### src/rtl/core/erl_pkg.sv
// Shared types and constants for the event rate limiter.
package erl_pkg;

   localparam int CUE_W      = 4;
   localparam int TICK_W     = 64;
   localparam int CNT_W      = 4;
   localparam int CD_W       = 8;
   localparam int CSR_IDX_W  = 4;
   localparam int CSR_DATA_W = 64;
   localparam int WARN_IDX_W = 3;

   // Cue codes at the edges of the swing group and the warning group.
   localparam logic [CUE_W-1:0] SWING_LAST_CUE = 4'd2;
   localparam logic [CUE_W-1:0] WARN_FIRST_CUE = 4'd8;

   localparam logic [CD_W-1:0] COOLDOWN_RESET = 8'd12;

   // Configuration register indexes.
   localparam logic [CSR_IDX_W-1:0] CSR_LIMITS   = 4'd0;
   localparam logic [CSR_IDX_W-1:0] CSR_COOLDOWN = 4'd1;

   typedef enum logic [1:0] {
      VERDICT_OK       = 2'd0,
      VERDICT_INVALID  = 2'd1,
      VERDICT_BUDGET   = 2'd2,
      VERDICT_COOLDOWN = 2'd3
   } verdict_type;

   typedef struct packed {
      logic                  cat_valid;
      logic [CUE_W-1:0]      cat;
      logic                  warn_valid;
      logic [WARN_IDX_W-1:0] warn;
   } cue_info_type;

endpackage

### src/rtl/core/erl_decode.sv
// Cue decoder: maps a cue code to its category and warning slot.
module erl_decode #(
   parameter int NUM_CATEGORIES = 9,
   parameter int NUM_WARNINGS   = 3
) (
   input  logic [erl_pkg::CUE_W-1:0] cue,
   output erl_pkg::cue_info_type     info
);
   import erl_pkg::*;

   logic [CUE_W-1:0] cat_full;
   logic [CUE_W-1:0] warn_off;

   always_comb begin
      cat_full = (cue <= SWING_LAST_CUE) ? '0 : cue - SWING_LAST_CUE;
      warn_off = cue - WARN_FIRST_CUE;
      info.cat_valid  = {1'b0, cat_full} < (CUE_W+1)'(NUM_CATEGORIES);
      info.cat        = cat_full;
      info.warn_valid = (cue >= WARN_FIRST_CUE) &&
                        ({1'b0, warn_off} < (CUE_W+1)'(NUM_WARNINGS));
      info.warn       = warn_off[WARN_IDX_W-1:0];
   end

endmodule

### src/rtl/core/erl_budget.sv
// Per-tick category counters with the budget compare.
module erl_budget #(
   parameter int NUM_CATEGORIES = 9
) (
   input  logic                                     clock,
   input  logic                                     reset,
   input  logic [erl_pkg::TICK_W-1:0]               tick,
   input  logic [erl_pkg::CUE_W-1:0]                cat,
   input  logic [erl_pkg::CNT_W*NUM_CATEGORIES-1:0] limits,
   input  logic                                     commit,
   input  logic                                     grant,
   output logic                                     count_ok
);
   import erl_pkg::*;

   localparam int CW = (NUM_CATEGORIES > 1) ? $clog2(NUM_CATEGORIES) : 1;

   logic [CNT_W-1:0]  counts_ff [NUM_CATEGORIES];
   logic [TICK_W-1:0] counted_tick_ff;
   logic              counted_valid_ff;
   logic              new_tick;
   logic [CNT_W-1:0]  count_cur;
   logic [CNT_W-1:0]  count_in;
   logic [CNT_W-1:0]  limit_sel;
   logic [CW-1:0]     cat_idx;

   always_comb begin
      cat_idx   = cat[CW-1:0];
      new_tick  = !counted_valid_ff || (tick != counted_tick_ff);
      count_cur = new_tick ? '0 : counts_ff[cat_idx];
      limit_sel = limits[{cat_idx, 2'b00} +: CNT_W];
      count_ok  = count_cur < limit_sel;
      count_in  = count_cur + CNT_W'(1);
   end

   always_ff @(posedge clock) begin
      if (reset) begin
         counted_valid_ff <= 1'b0;
         for (int i = 0; i < NUM_CATEGORIES; i++) counts_ff[i] <= '0;
      end else if (commit) begin
         if (new_tick) begin
            counted_valid_ff <= 1'b1;
            for (int i = 0; i < NUM_CATEGORIES; i++) counts_ff[i] <= '0;
         end
         if (grant) counts_ff[cat_idx] <= count_in;
      end
   end

   always_ff @(posedge clock) begin
      if (commit && new_tick) counted_tick_ff <= tick;
   end

endmodule

### src/rtl/core/erl_cooldown.sv
// Warning cooldown tracker: last granted tick of each warning cue.
module erl_cooldown #(
   parameter int NUM_WARNINGS = 3
) (
   input  logic                           clock,
   input  logic                           reset,
   input  logic [erl_pkg::TICK_W-1:0]     tick,
   input  logic [erl_pkg::WARN_IDX_W-1:0] warn,
   input  logic [erl_pkg::CD_W-1:0]       cooldown,
   input  logic                           record,
   output logic                           blocked
);
   import erl_pkg::*;

   localparam int WW = (NUM_WARNINGS > 1) ? $clog2(NUM_WARNINGS) : 1;

   logic [TICK_W-1:0]     last_tick_ff [NUM_WARNINGS];
   logic [NUM_WARNINGS-1:0] seen_ff;
   logic [WW-1:0]         w_idx;
   logic [TICK_W-1:0]     last_sel;
   logic [TICK_W-1:0]     tick_gap;

   always_comb begin
      w_idx    = warn[WW-1:0];
      last_sel = last_tick_ff[w_idx];
      tick_gap = tick - last_sel;
      // A tick that moved backwards never blocks.
      blocked  = seen_ff[w_idx] && (tick >= last_sel) &&
                 (tick_gap[TICK_W-1:CD_W] == '0) && (tick_gap[CD_W-1:0] < cooldown);
   end

   always_ff @(posedge clock) begin
      if (reset) begin
         seen_ff <= '0;
      end else if (record) begin
         seen_ff[w_idx] <= 1'b1;
      end
   end

   always_ff @(posedge clock) begin
      if (record) last_tick_ff[w_idx] <= tick;
   end

endmodule

### src/rtl/core/event_rate_limiter.sv
// Event rate limiter top level: configuration, decision and result register.
//
//   channel  direction  handshake            payload
//   req      in         req_valid/req_stall  req_cue, req_tick
//   rsp      out        rsp_valid/rsp_stall  rsp_granted, rsp_verdict
//   csr      in         csr_valid/csr_ready  csr_index, csr_wdata
//
// Every request transaction produces exactly one response, presented in the next
// cycle; a new request can be taken every cycle, limited only by the single
// result register. The decision is one pass of logic from the request ports
// through the counter compare and the 64-bit cooldown subtract into that register.
// Synchronous reset clears the counters, the counted-tick flag, the warning flags
// and the result valid; the limits and cooldown return to their default values.
// While a response is held by rsp_stall, req_stall is raised so the held result
// is never overwritten; the csr port is always ready.
module event_rate_limiter #(
   parameter int          NUM_CATEGORIES = 9,
   parameter int          NUM_WARNINGS   = 3,
   parameter logic [63:0] LIMITS_RESET   = 64'h0000_0001_1121_1131
) (
   input  logic                               clock,
   input  logic                               reset,
   input  logic                               req_valid,
   output logic                               req_stall,
   input  logic [erl_pkg::CUE_W-1:0]          req_cue,
   input  logic [erl_pkg::TICK_W-1:0]         req_tick,
   output logic                               rsp_valid,
   input  logic                               rsp_stall,
   output logic                               rsp_granted,
   output logic [1:0]                         rsp_verdict,
   input  logic                               csr_valid,
   output logic                               csr_ready,
   input  logic [erl_pkg::CSR_IDX_W-1:0]      csr_index,
   input  logic [erl_pkg::CSR_DATA_W-1:0]     csr_wdata
);
   import erl_pkg::*;

   localparam int LW = CNT_W * NUM_CATEGORIES;

   logic [LW-1:0]   limits_ff;
   logic [CD_W-1:0] cooldown_ff;
   logic            rsp_valid_ff;
   logic            rsp_valid_in;
   logic            granted_ff;
   verdict_type     verdict_ff;
   verdict_type     verdict_in;

   cue_info_type    info;
   logic            accept;
   logic            count_ok;
   logic            blocked;
   logic            grant;

   // Configuration registers; writes must arrive only while the block is idle, which the block does not enforce.
   assign csr_ready = 1'b1;

   always_ff @(posedge clock) begin
      if (reset) begin
         limits_ff   <= LIMITS_RESET[LW-1:0];
         cooldown_ff <= COOLDOWN_RESET;
      end else if (csr_valid && csr_ready) begin
         if (csr_index == CSR_LIMITS)   limits_ff   <= csr_wdata[LW-1:0];
         if (csr_index == CSR_COOLDOWN) cooldown_ff <= csr_wdata[CD_W-1:0];
      end
   end

   // The request side stalls only while a finished result is held downstream.
   assign req_stall = rsp_valid_ff && rsp_stall;
   assign accept    = req_valid && !req_stall;

   erl_decode #(
      .NUM_CATEGORIES(NUM_CATEGORIES),
      .NUM_WARNINGS  (NUM_WARNINGS)
   ) u_decode (
      .cue (req_cue),
      .info(info)
   );

   // Invalid cues leave the counters and cooldown state untouched, including the tick clear.
   erl_budget #(
      .NUM_CATEGORIES(NUM_CATEGORIES)
   ) u_budget (
      .clock   (clock),
      .reset   (reset),
      .tick    (req_tick),
      .cat     (info.cat),
      .limits  (limits_ff),
      .commit  (accept && info.cat_valid),
      .grant   (grant),
      .count_ok(count_ok)
   );

   erl_cooldown #(
      .NUM_WARNINGS(NUM_WARNINGS)
   ) u_cooldown (
      .clock   (clock),
      .reset   (reset),
      .tick    (req_tick),
      .warn    (info.warn),
      .cooldown(cooldown_ff),
      .record  (accept && grant && info.warn_valid),
      .blocked (blocked)
   );

   // The checks are ordered: invalid cue first, then the budget, then cooldown.
   always_comb begin
      priority if (!info.cat_valid)               verdict_in = VERDICT_INVALID;
      else if (!count_ok)                         verdict_in = VERDICT_BUDGET;
      else if (info.warn_valid && blocked)        verdict_in = VERDICT_COOLDOWN;
      else                                        verdict_in = VERDICT_OK;
      grant        = (verdict_in == VERDICT_OK);
      rsp_valid_in = accept || (rsp_valid_ff && rsp_stall);
   end

   always_ff @(posedge clock) begin
      if (reset) begin
         rsp_valid_ff <= 1'b0;
      end else begin
         rsp_valid_ff <= rsp_valid_in;
      end
   end

   always_ff @(posedge clock) begin
      if (accept) begin
         granted_ff <= grant;
         verdict_ff <= verdict_in;
      end
   end

   assign rsp_valid   = rsp_valid_ff;
   assign rsp_granted = granted_ff;
   assign rsp_verdict = verdict_ff;

   // A granted response always carries the allowed verdict.
   assert property (@(posedge clock) disable iff (reset)
      rsp_valid_ff |-> (granted_ff == (verdict_ff == VERDICT_OK)))
      else $error("grant flag disagrees with verdict");

   // An invalid cue yields an invalid-cue response in the next cycle.
   assert property (@(posedge clock) disable iff (reset)
      (accept && !info.cat_valid) |=> (rsp_valid_ff && verdict_ff == VERDICT_INVALID))
      else $error("invalid cue not reported");

   // Requests are held off only while a response is pending.
   assert property (@(posedge clock) disable iff (reset)
      req_stall |-> rsp_valid_ff)
      else $error("request stalled with no pending response");

   // A response that was held and not taken is still presented.
   assert property (@(posedge clock) disable iff (reset)
      (rsp_valid_ff && rsp_stall) |=> rsp_valid_ff)
      else $error("held response lost");

endmodule
### config.mk
export PLATFORM = sky130hd
export DESIGN_NAME = event_rate_limiter
export DESIGN_NICKNAME = d
export VERILOG_FILES = /design/src/rtl/core/erl_pkg.sv /design/src/rtl/core/erl_decode.sv /design/src/rtl/core/erl_budget.sv /design/src/rtl/core/erl_cooldown.sv /design/src/rtl/core/event_rate_limiter.sv
export SDC_FILE = /design/constraint.sdc
export NUM_CORES = 1
export LEC_CHECK = 0
export BUFFER_PORTS_ARGS = -buffer_cell sky130_fd_sc_hd__buf_2
export CAP_MARGIN = 40
export CORE_MARGIN = 3
export CORE_UTILIZATION = 66
export DETAILED_ROUTE_END_ITERATION = 8
export GPL_ROUTABILITY_DRIVEN = 0
export MAX_ROUTING_LAYER = met4
export PLACE_DENSITY = 0.86
export SKIP_LAST_GASP = 1
export SLEW_MARGIN = 20
export SYNTH_ARGS = -nofsm -noshare
export SYNTH_HDL_FRONTEND = slang
export SYNTH_HIERARCHICAL = 1
export SYNTH_SLANG_ARGS = --single-unit
### constraint.sdc
create_clock -name clock -period 15.3 [get_ports clock]
set_input_delay 0.765 -clock clock [delete_from_list [all_inputs] [get_ports clock]]
set_output_delay 0.765 -clock clock [all_outputs]
set_load 0.03 [all_outputs]
After elaboration in Yosys (flattened, before gate mapping)
Memory sizes are Yosys's and may differ from the RTL's.
Cells that the tools add are included.
- bits of input ports: 141
- logic and storage cells: 88
- flip-flop bits (word level): 116
- memory bits (writable): 228
- memories: 2
- output and inout bits: 6
- memory list (name ; depth ; width ; rd ports ; clocked after memory_dff ; wr ports ; line ; source):
    u_cooldown.last_tick_ff ; 3 ; 64 ; 1 ; 0 ; 1 ; erl_cooldown.sv:17 ; logic [TICK_W-1:0] last_tick_ff [NUM_WARNINGS];
    u_budget.counts_ff ; 9 ; 4 ; 1 ; 0 ; 10 ; erl_budget.sv:18 ; logic [CNT_W-1:0] counts_ff [NUM_CATEGORIES];
- $add $sub $neg: 4
- bitwise operators: 10
- $lt $le $gt $ge: 9
- multiplexer cells: 30
- reductions and logical operators: 22
- shift operators: 1
- equality and inequality tests: 2
- operators with widths (cell ; number):
    greater-or-equal comparator 64 bit ; 1
    != test 64 bit ; 1
    subtractor 64 bit ; 1
    logical NOT 56 bit ; 1
    2-to-1 mux 4 bit ; 11
    variable part select 36 x 7 -> 4 bit ; 1
    2-to-1 mux 1 bit ; 14
    logical AND 1 bit ; 12
    OR 1 bit ; 9
    less-than comparator 8 bit ; 1
    2-to-1 mux 2 bit ; 3
    AND reduction 2 bit ; 3
    adder 4 x 1 -> 4 bit, second input constant ; 1
    equality test 4 x 1 -> 1 bit, second input constant ; 1
    greater-or-equal comparator 4 bit, second input constant ; 1
    less-or-equal comparator 4 x 2 -> 1 bit, second input constant ; 1
    logical NOT 4 bit ; 1
    less-than comparator 4 x 2 -> 1 bit, second input constant ; 1
    less-than comparator 4 bit ; 1
    less-than comparator 4 bit, second input constant ; 1
    subtractor 4 x 2 -> 4 bit, second input constant ; 1
    subtractor 4 bit, second input constant ; 1
    less-than comparator 2 x 3 -> 1 bit, second input constant ; 1
    OR 3 bit ; 1
    6 further kinds ; 8

Depth between registers and ports, before layout
- word-level depth: 15
- gate-level depth with buffers: 32
- mapped depth without buffers: 29

By module
Netlist, hierarchy kept.
- by module, submodules not included (module ; sequential area each (µm²) ; times used ; cells each ; area each (µm²)):
    erl_cooldown ; 5825.6 ; 1 ; 1112 ; 11695.0
    erl_budget ; 3863.7 ; 1 ; 432 ; 6211.0
    event_rate_limiter ; 991.0 ; 1 ; 205 ; 2112.0
    erl_decode ; 0.0 ; 1 ; 21 ; 150.1

Worst setup path before layout
No wires, ideal clock.
- path kind: input port to flip-flop
- start point: input req_cue[0] (netlist bit)
- end point: memory u_cooldown.last_tick_ff[0][0], enable pin
- stages: 24
- path buffers: 5
- data required time: 14719 ps
- arrival time: 9863 ps
- library setup time: 581 ps
- setup slack: 4857 ps
- cells stage by stage: buf_4 clkbuf_1 clkbuf_1 buf_1 mux2i_1 nor2_1 a21oi_1 ha_1 clkbuf_1 nand4_1 nor3_1 nand2_1 a211oi_1 a211oi_2 a2111oi_1 or3b_4 a21oi_1 xor2_1 and4_1 and4_1 a21boi_0 and2_1 and3_1 nor3b_1
- word-level cells in the longest chain between the ends: 15
- elaborated cells on any way between the ends: 31
- classes of those cells: add/sub: 3; order compare: 7; shift: 1; mux: 9; reduce/logical: 9; memory: 2
- RTL lines (element ; line ; source):
    from (decl) ; event_rate_limiter.sv:25 ; input logic [erl_pkg::CUE_W-1:0] req_cue,
    subtractor 4 bit (*) ; erl_decode.sv:16 ; warn_off = cue - WARN_FIRST_CUE;
    parallel branches: the longest is 4 deep, another holds memory (3 x 64 bit) ; - ;
    logical AND 1 bit (*) ; erl_cooldown.sv:29 ; (tick_gap[TICK_W-1:CD_W] == '0) && (tick_gap[CD_W-1:0] < cooldown);
    named net blocked ; event_rate_limiter.sv:51 ; logic blocked;
    logical AND 1 bit (*) ; event_rate_limiter.sv:109 ; else if (info.warn_valid && blocked) verdict_in = VERDICT_COOLDOWN;
    2-to-1 mux 2 bit (*) ; event_rate_limiter.sv:109 ;
    2-to-1 mux 2 bit (*) ; event_rate_limiter.sv:108 ; else if (!count_ok) verdict_in = VERDICT_BUDGET;
    2-to-1 mux 2 bit (*) ; event_rate_limiter.sv:107 ; priority if (!info.cat_valid) verdict_in = VERDICT_INVALID;
    logical NOT 2 bit (*) ; event_rate_limiter.sv:111 ; grant = (verdict_in == VERDICT_OK);
    named net grant ; event_rate_limiter.sv:52 ; logic grant;
    logical AND 1 bit (*) (2 in series) ; event_rate_limiter.sv:101 ; .record (accept && grant && info.warn_valid),
    2-to-1 mux 1 bit (*) ; erl_cooldown.sv:41 ; if (record) last_tick_ff[w_idx] <= tick;
    2-to-1 mux 1 bit (implied by the code) (*) ; erl_cooldown.sv:41 ;
    to (decl) ; erl_cooldown.sv:17 ;
Mark *: on every way through the listed nets, which the timed path passes. The select of a mux whose other input is x is not followed.

Worst setup path in the final report
- start point: input req_cue[0] (netlist bit)
- end point: memory u_cooldown.last_tick_ff[1][63], enable pin
Same word-level chain as after synthesis.

==> run_results.csv <==
group,metric,value,unit
logic_synthesis,syn_nets,1989,
critical_path,critPathMaxFanout,40,
placed_design,hpwlAfterDp,36500,microns
clocking,cts_root_buf,"clkbuf_16",
die,die_h,181,microns
power_and_ir_drop,combPwrFrac,0.157,
power_and_ir_drop,clock_power_share,0.377,
status,status,"finished, violations left",
critical_path,path_delay_family,"simple AND/OR/NAND/NOR gates",
sta,timing.fmax,128,MHz
clocking,path_clk_slew,0.06,ns
critical_path,required,15.55,ns
sta,finalHoldViolations,0,
die,num_io_pins,147,
clocking,cts_setup_buffers,0,
route,wl_per_cell,22.8,microns
clocking,clk_latency,0.54,ns
power_and_ir_drop,vdd.ir_drop.worst,0.102,mV
power_and_ir_drop,sw_frac_of_total,0.263,
global_route,gr-total-overflow,0,
sta,holdWs,0.471,ns
route,vias,15300,
die,die_area,32700,sq um
logic_synthesis,synth.cell_area,20200,sq um
hold_path,hold_depth,2,
run,maxCapViolCount,0,
sta,tns,0,ns
power_and_ir_drop,p_int,1800,uW
sta,finalSetupViolCount,0,
critical_path,cp_slowest_stage_delay,0.63,ns
sta,rsz0062_at_grt,"no",
power_and_ir_drop,p_leak,0.00812,uW
route,drt-vias-per-instance,6.73,
sta,worst_pin_slew,0.932,ns
logic_synthesis,ys_warn_count,6,
power_and_ir_drop,p_per_area,109,nW/um^2
hold_path,min-delay-path-class,"flip-flop to flip-flop",
die,die_w,181,microns
route,drtPass1Iterations,9,
route,ant_nets,0,
sta,maxSlewViolCount,0,
clocking,cts_made_buffers,38,
placed_design,portBuffers,117,
sta,fin_crit,7.84,ns
global_route,grt_max_degree,100,
critical_path,path_buf_inv,4,
clocking,htreeDepth,2,
die,core.rowCount,63,
layout,nets,2076,
power_and_ir_drop,switchingPower,641,uW
layout,area_delta_synth_final,10.4,%
critical_path,cp.arrival,8.08,ns
critical_path,cp-end-kind,"flip-flop",
critical_path,cp.depth,27,
route,drc,22,
critical_path,start_kind,"input port",
die,initial_core_util,0.675,
clocking,cts_tree,"built",
route,drtIter0Drc,2191,
critical_path,ff2ff_path_depth,25,
sta,slew_headroom,0.375,
critical_path,worstSetupPathType,"input port to flip-flop",
logic_synthesis,synthCells,1769,
layout,drive_above_1_share,0.133,
power_and_ir_drop,seqPwrFrac,0.466,
die,core-area,29900,sq um
sta,period_share,0.512,
sta,clock-skew-final,0.0323,ns
logic_synthesis,syn-mean-instance-area,11.4,sq um
global_route,grt_usage,0.317,
clocking,cts_buffer_depth,3,
critical_path,crit_slowest_cell,"buf_4",
status,violations,"design-rule violations",
clocking,clock_sinks,372,
global_route,antenna_found_initial,1,
clocking,postCtsHoldBufs,0,
route,drt-total-wl,51700,microns
global_route,grt_pass1_wl,80300,microns
clocking,cts_resized,0,
global_route,grt_pass1_vias,14600,
==> per-layer routing <==
| layer | wire length, microns | global-route usage |
|---|---|---|
| met1 | 20300 | 0.431 |
| met4 | 2430 | 0.131 |
| met5 | 0 | - |
| met2 | 23100 | 0.466 |
| met3 | 5890 | 0.0747 |
==> worst paths after layout <==
kind                                              end                               startpoint  slack, ns
max          u_cooldown/last_tick_ff[1][63]$_DFFE_PP_                               req_cue[0]       7.46
min                        limits_ff[31]$_SDFFE_PP0P_               limits_ff[31]$_SDFFE_PP0P_       0.47
max reg2reg  u_cooldown/last_tick_ff[1][63]$_DFFE_PP_  u_cooldown/last_tick_ff[1][0]$_DFFE_PP_       8.75
min reg2reg                limits_ff[31]$_SDFFE_PP0P_               limits_ff[31]$_SDFFE_PP0P_       0.47
==> cell usage in the layout, fill, tap and decap left out, types with 6 or more instances in the layout <==
cell,n
dfxtp_1,49
buf_2,115
o21a_1,16
buf_4,14
nand3_1,23
nand4_1,50
o21bai_1,6
mux2i_1,110
o2111ai_1,11
a31oi_1,11
xnor2_1,49
nand2b_1,94
a211oi_1,13
and4_1,12
nor2_1,184
o22ai_1,6
edfxtp_1,323
nand2_1,103
xor2_1,39
a21oi_1,150
clkinv_1,8
nor2b_1,25
mux4_2,25
nor3_1,26
ha_1,78
inv_1,38
a21o_1,23
and3_1,8
nand3b_1,11
o21ai_0,62
clkbuf_16,39
a21boi_0,8
nor3_2,7
nor4_1,21
and2_1,6
==> worst min-delay path: cells and delay by family, from the launching register on <==
kind	cells	cell delay, ns
AND/OR/NAND/NOR	1	0.06
flip-flops	1	0.31
multiplexers	1	0.06
==> flip-flops by register name, summed over array words and instances, names as in the netlist <==
| signal | flops |
|---|---|
| limits_ff | 36 |
| rsp_granted | 1 |
| u_budget/counted_tick_ff | 64 |
| cooldown_ff | 8 |
| rsp_valid | 1 |
| u_cooldown/last_tick_ff | 192 |
| u_cooldown/seen_ff | 3 |
| rsp_verdict | 2 |
| u_budget/counts_ff | 64 |
| u_budget/counted_valid_ff | 1 |
==> power groups by stage <==
stage / combinational (uW) / sequential [uW] / clock, uW
after CTS: 366 / 1140 / 926
after floorplan: 246 / 1160 / 0
after detailed placement: 361 / 1160 / 0
after global routing: 407 / 1140 / 967
final: 383 / 1140 / 918
after global placement: 350 / 1150 / 0
==> area by class of cell <==
type | count | area, sq um
timing repair buffer | 135 | 800
multi-input combinational | 1269 | 8920
tap | 390 | 488
clock inverter | 23 | 226
antenna | 1 | 2.50
fill | 1889 | 7620
clock buffer | 43 | 991
inverter | 40 | 150
sequential | 372 | 10700
==> metrics by stage <==
step	area [sq um]	setup slack [ns]	power [uW]	utilization	instances
floorplan	20200	4.86	1400	-	1769
global placement	20900	7.43	1500	0.700	2199
detailed placement	21000	7.27	1520	0.704	2205
CTS	22200	7.75	2430	0.744	2271
global route	22300	7.30	2510	0.745	2273
finish	22300	7.46	2440	0.745	2273
Power figures use the tool's default switching activity.
